--- src/hdl/sfts_pkg.sv ---
// ----------------------------------------------------------------------------
// sfts_pkg: shared types and constants for the swing foot trajectory step
// Holds configuration and request types, the pipeline sideband records, the
// angle constants in Q.30, the CORDIC arctangent table and result saturation.
// ----------------------------------------------------------------------------
package sfts_pkg;

  // Configuration register indexes
  localparam logic [2:0] CFG_GAIN_LIN = 3'd0;
  localparam logic [2:0] CFG_GAIN_YAW = 3'd1;
  localparam logic [2:0] CFG_TICK     = 3'd2;
  localparam logic [2:0] CFG_STANCE   = 3'd3;
  localparam logic [2:0] CFG_SWING    = 3'd4;
  localparam logic [2:0] CFG_LIFT     = 3'd5;

  // Angle constants, Q.30 radians
  localparam logic signed [33:0] PI_Q30        = 34'sd3373259426;
  localparam logic signed [33:0] HALF_PI_Q30   = 34'sd1686629713;
  localparam logic signed [33:0] TWO_PI_Q30    = 34'sd6746518852;
  localparam logic signed [33:0] TWO_PI_M_HALF = 34'sd5059889139;
  localparam logic signed [31:0] CORDIC_GAIN   = 32'sd652032874;

  // 2^52 / TWO_PI_Q30, estimates the number of turns in an angle
  localparam logic [19:0] TURN_RECIP = 20'd667544;

  // Table length and quotient bits below the saturation point
  localparam int unsigned ATAN_LEN = 20;
  localparam int unsigned QUOT_W   = 18;

  typedef struct packed {
    logic [15:0] gain_lin;
    logic [15:0] gain_yaw;
    logic [15:0] tick;
    logic [9:0]  stance_cnt;
    logic [9:0]  swing_cnt;
    logic [14:0] lift_h;
  } cfg_t;

  typedef struct packed {
    logic [16:0] phase;
    logic [15:0] foot_x;
    logic [15:0] foot_y;
    logic [15:0] vel_x;
    logic [15:0] vel_y;
    logic [15:0] yaw_cmd;
    logic [15:0] body_height;
    logic [15:0] stance_x;
    logic [15:0] stance_y;
  } req_t;

  // Sideband that travels with the angle through the rotation
  typedef struct packed {
    logic [16:0] phase;
    logic [15:0] foot_x;
    logic [15:0] foot_y;
    logic [15:0] stance_x;
    logic [15:0] stance_y;
    logic [58:0] lin_vx;
    logic [58:0] lin_vy;
    logic [17:0] nz;
    logic        flip;
  } side_t;

  // Sideband that travels with one lane through the divider
  typedef struct packed {
    logic [15:0] foot;
    logic [28:0] td;
    logic        neg;
    logic        zero;
    logic [17:0] nz;
  } div_side_t;

  function automatic logic [31:0] atan_q30(input logic [4:0] idx);
    logic [31:0] v;
    case (idx)
      5'd0:  v = 32'h3243F6A8;
      5'd1:  v = 32'h1DAC6705;
      5'd2:  v = 32'h0FADBAFC;
      5'd3:  v = 32'h07F56EA6;
      5'd4:  v = 32'h03FEAB76;
      5'd5:  v = 32'h01FFD55B;
      5'd6:  v = 32'h00FFFAAA;
      5'd7:  v = 32'h007FFF55;
      5'd8:  v = 32'h003FFFEA;
      5'd9:  v = 32'h001FFFFD;
      5'd10: v = 32'h000FFFFF;
      5'd11: v = 32'h0007FFFF;
      5'd12: v = 32'h0003FFFF;
      5'd13: v = 32'h0001FFFF;
      5'd14: v = 32'h0000FFFF;
      5'd15: v = 32'h00007FFF;
      5'd16: v = 32'h00003FFF;
      5'd17: v = 32'h00001FFF;
      5'd18: v = 32'h00000FFF;
      5'd19: v = 32'h000007FF;
      default: v = 32'h0;
    endcase
    return v;
  endfunction

  function automatic logic [15:0] sat16(input logic signed [29:0] v);
    logic [15:0] r;
    if (v > 30'sd32767) begin
      r = 16'h7FFF;
    end else if (v < -30'sd32768) begin
      r = 16'h8000;
    end else begin
      r = v[15:0];
    end
    return r;
  endfunction

endpackage

--- src/hdl/sfts_divider.sv ---
// ----------------------------------------------------------------------------
// sfts_divider: pipelined restoring divider with saturating quotient
// One stage flags quotients at or above 2^QUOT_W, then one quotient bit per
// stage, most significant first.
// ----------------------------------------------------------------------------
module sfts_divider (
  input  logic                     clk_i,
  input  logic                     rst_ni,
  input  logic                     valid_i,
  input  logic [46:0]              num_i,
  input  logic [26:0]              den_i,
  input  sfts_pkg::div_side_t      side_i,
  output logic                     valid_o,
  output logic [sfts_pkg::QUOT_W:0] quot_o,
  output sfts_pkg::div_side_t      side_o
);

  localparam int unsigned QW = sfts_pkg::QUOT_W;

  logic                v0_q;
  logic                ovf0_q;
  logic [46:0]         num0_q;
  logic [26:0]         den0_q;
  sfts_pkg::div_side_t side0_q;

  // Flag quotients that saturate
  always_ff @(posedge clk_i or negedge rst_ni) begin
    if (!rst_ni) begin
      v0_q <= 1'b0;
    end else begin
      v0_q <= valid_i;
    end
  end

  always_ff @(posedge clk_i) begin
    ovf0_q  <= num_i >= 47'({den_i, {QW{1'b0}}});
    num0_q  <= num_i;
    den0_q  <= den_i;
    side0_q <= side_i;
  end

  logic                v_q    [QW];
  logic                ovf_q  [QW];
  logic [46:0]         num_q  [QW];
  logic [26:0]         den_q  [QW];
  logic [QW-1:0]       quo_q  [QW];
  sfts_pkg::div_side_t side_q [QW];

  for (genvar j = 0; j < QW; j++) begin : g_bit
    logic                v_in, ovf_in;
    logic [46:0]         num_in, trial;
    logic [26:0]         den_in;
    logic [QW-1:0]       quo_in;
    sfts_pkg::div_side_t s_in;

    if (j == 0) begin : g_first
      assign v_in   = v0_q;
      assign ovf_in = ovf0_q;
      assign num_in = num0_q;
      assign den_in = den0_q;
      assign quo_in = '0;
      assign s_in   = side0_q;
    end else begin : g_next
      assign v_in   = v_q[j-1];
      assign ovf_in = ovf_q[j-1];
      assign num_in = num_q[j-1];
      assign den_in = den_q[j-1];
      assign quo_in = quo_q[j-1];
      assign s_in   = side_q[j-1];
    end

    assign trial = 47'(den_in) << (QW - 1 - j);

    always_ff @(posedge clk_i or negedge rst_ni) begin
      if (!rst_ni) begin
        v_q[j] <= 1'b0;
      end else begin
        v_q[j] <= v_in;
      end
    end

    // Subtract the shifted divisor where it fits
    always_ff @(posedge clk_i) begin
      ovf_q[j]  <= ovf_in;
      den_q[j]  <= den_in;
      side_q[j] <= s_in;
      if (num_in >= trial) begin
        num_q[j] <= num_in - trial;
        quo_q[j] <= {quo_in[QW-2:0], 1'b1};
      end else begin
        num_q[j] <= num_in;
        quo_q[j] <= {quo_in[QW-2:0], 1'b0};
      end
    end
  end

  assign valid_o = v_q[QW-1];
  assign quot_o  = ovf_q[QW-1] ? {1'b1, {QW{1'b0}}} : {1'b0, quo_q[QW-1]};
  assign side_o  = side_q[QW-1];

endmodule

--- config.mk ---
export PLATFORM = sky130hd
export DESIGN_NAME = sfts_divider
export DESIGN_NICKNAME = d
export VERILOG_FILES = /design/src/hdl/sfts_pkg.sv /design/src/hdl/sfts_divider.sv
export SDC_FILE = /design/constraint.sdc
export NUM_CORES = 2
export LEC_CHECK = 0
export ABC_AREA = 1
export ABC_CLOCK_PERIOD_IN_PS = 3000
export BUFFER_PORTS_ARGS = -buffer_cell sky130_fd_sc_hd__buf_2
export CORE_MARGIN = 2
export CORE_UTILIZATION = 44
export CTS_BUF_LIST = sky130_fd_sc_hd__clkbuf_8
export DETAILED_ROUTE_END_ITERATION = 16
export RECOVER_POWER = 100
export SLEW_MARGIN = 0
export SYNTH_ARGS = -nofsm -noshare
export SYNTH_HDL_FRONTEND = slang
export SYNTH_SLANG_ARGS = --single-unit
--- constraint.sdc ---
create_clock -name clk_i -period 3 [get_ports clk_i]
set_input_delay 0.6 -clock clk_i [delete_from_list [all_inputs] [get_ports clk_i]]
set_output_delay 0.6 -clock clk_i [all_outputs]
set_load 0.005 [all_outputs]
==> results.cfg <==
[setup_path]
path_depth = 13
path_class = reg2reg
arrival_ps = 3750
critPathRequiredTime_ps = 3870
cpPeakStageDelay_ps = 410
end_kind = flip-flop
crit_chain = inv_1, ha_1, nand2_1, nor2_2, nand2_1, nor2_1, nand2_1, nor2_1, nor2_1, nand3_4, inv_1, clkbuf_1, o21ai_1
worstSetupStartpointType = flip-flop
r2r_cells = 13
cpLargestDelayFamily = simple AND/OR/NAND/NOR gates
crit_buf_inv = 3
critPathMaxFanout = 7
crit_slowest_cell = dfxtp_1

[global_routing]
grt_pass1_vias = 84821
grt_pass1_wl_um = 520000
grt_usage = 0.267
antenna_found_initial = 26
grt_max_degree = 42
overflow = 0

[sta]
worst-slew-pin-transition_ps = 934
hold_ws_ps = 215
setup_ws_ps = 119
fin_crit_sh = 0.960
hold_violations = 0
slew_violations = 0
max-slew-margin-rel = 0.377
report.final.setup_viol = 0
max_freq_mhz = 347
finalCriticalPeriod_ps = 2880
clock_skew_ps = 93.4
rsz0062_at_grt = false
finalSetupTns_ps = 0

[clock_network]
htree_levels = 5
clock_latency_ps = 1020
cts_buffers = 435
cts_tree = yes
cts_max_path_buffers = 4
numClockSinks = 2776
cts_root_buf = clkbuf_8
clkSlewWorstSetupHoldPaths_ps = 60

[floorplan]
die_w_um = 504
start_util = 0.442
fp.dieH_um = 504
rows = 183
dieArea_um2 = 254000
pin_count = 227
coreArea_um2 = 249000

[power]
p_leak_nw = 65.4
p_per_area_nw_per_um2 = 1050
vdd_drop_max_uv = 641

[synth]
synth_top_cell_area_share = 0.502
ys_types = 48
yosys.area.top_type = dfxtp_1
synth_cells = 14498
async_flop_share = 0.00684
synthTopCellsByCount = nand2_1 (4,998), dfxtp_1 (2,757), inv_1 (2,492)
yosysMostFrequentCell = nand2_1
ys_ff_latch = 2776
synth_top_flop_cell = dfxtp_1
synth_area_um2 = 110000
synth_area_leaders = dfxtp_1 (50%), nand2_1 (17%), inv_1 (8.5%)
avgSynthCellArea_um2 = 7.58
synth_warnings = 0
yosysSeqAreaShare = 0.506
synth_edf_count = 0
synth_nets = 15170

[route]
wirelength_um = 349000
dr.pass1.iters = 6
wl_per_cell_um = 18.3
ant_nets = 0
drcViolationCount = 0
viasPerCell = 4.77
drt_iter0_markers = 8119
vias = 91024

[layout]
fillCellCount = 25090
nets = 16055
drive_above_1_share = 0.0647
utilization = 0.508
area_growth_pct = 14.9

[min_path]
min_path_type = in2reg
holdPathStages = 2

[job]
maxCapViolations = 0

[place]
post-place-ws_ps = -345
dp_hpwl_um = 286000
io_buffers = 226
place_congestion = 0.988

[outcome]
status = completed
-- per-stage QoR --
step                total power [mW]  std cells  cell area (um^2)
floorplan                       81.6      14498            110000
global placement                 100      18133            116000
detailed placement               100      18133            116000
CTS                              134      19052            127000
global route                     142      19064            126000
finish                           133      19072            126000
-- per-layer routing --
layer  part of all wire  routed length (um)  global-route usage  vias to the layer above
met3              0.075               26100              0.0399                      505
met2               0.43              150000               0.414                     3148
met4              0.031               10900              0.0839                        8
met1               0.46              162000               0.380                    41239
met5            0.00017                  59                   0                        -
li1                   -                   -                   -                    46124
-- final timing paths --
kind | start | slack [ps] | endpoint
min in group asynchronous | rst_ni | 290 | g_bit[8].v_in
setup / recovery | den_q[14][22] | 120 | num_q[7][67]
hold reg to reg | quo_q[1][2] | 260 | quo_q[1][21]
setup reg to reg | den_q[14][22] | 120 | num_q[7][67]
max in group asynchronous | rst_ni | 2140 | g_bit[15].v_in
hold / removal | side_i[21] | 210 | g_bit[0].s_in[21]
-- layout make-up --
type	instances	area, um^2	share of cell area
multi-input cells	9104	44000	0.348
diodes	19	47.5	0.000376
inverters	2507	9410	0.0745
clock buffers	547	7530	0.0596
well taps	3330	4170	0.0330
clock inverters	230	1690	0.0134
flip-flops and latches	2776	55700	0.441
repair buffers	559	3860	0.0305
-- power breakdown --
part / leakage [nW] / internal, mW / switching [mW]
sequential: 23.4 / 43.2 / 5.80
combinational: 36.8 / 16.9 / 34.3
clock: 5.22 / 18.2 / 14.8
total: 65.4 / 78.3 / 54.9
-- cell families (layout without fill, tap and decap cells) --
kind of cell | count (synthesis) | in the layout | share of synthesized area
AND/OR/NAND/NOR | 7420 | 7421 | 0.274
flip-flops | 2776 | 2776 | 0.506
buffers and inverters | 2619 | 3843 | 0.0928
AO/OA/AOI/OAI | 853 | 853 | 0.0419
adder cells (fa/ha/maj) | 530 | 530 | 0.0615
XOR/XNOR | 300 | 300 | 0.0239
other | 0 | 19 | 0
-- registers in the layout, summed over array words and instances, names as in the netlist --
name and flops:
g_bit.ovf_in 1, den0_q 27, g_bit.v_in 18, valid_o 1, ovf_q 18, g_bit.num_in 47
g_bit.s_in 65, num_q 799, den_q 459, quo_q 171, side_q 1170
-- what timing repair did --
item                                    CTS  global route
cloned                                    1             0
endpoints found under the setup margin   47            68
hold endpoints to repair                159             0
buffers inserted                          0             1
pin swaps                                 1             0
hold buffers                            141             0
gates resized for setup                   5             9
-- layout by cell type (no fill, tap or decap), drive strengths merged, types with 129 or more instances in the layout --
| master | count |
|---|---|
| a21oi | 489 |
| buf | 233 |
| clkbuf | 731 |
| dfxtp | 2757 |
| dlygate4sd3 | 141 |
| ha | 513 |
| inv | 2646 |
| nand2 | 5023 |
| nand3 | 726 |
| nand4 | 208 |
| nor2 | 1203 |
| o21ai | 305 |
| xnor2 | 129 |
| xor2 | 171 |
(Power assumes the default switching activity.)
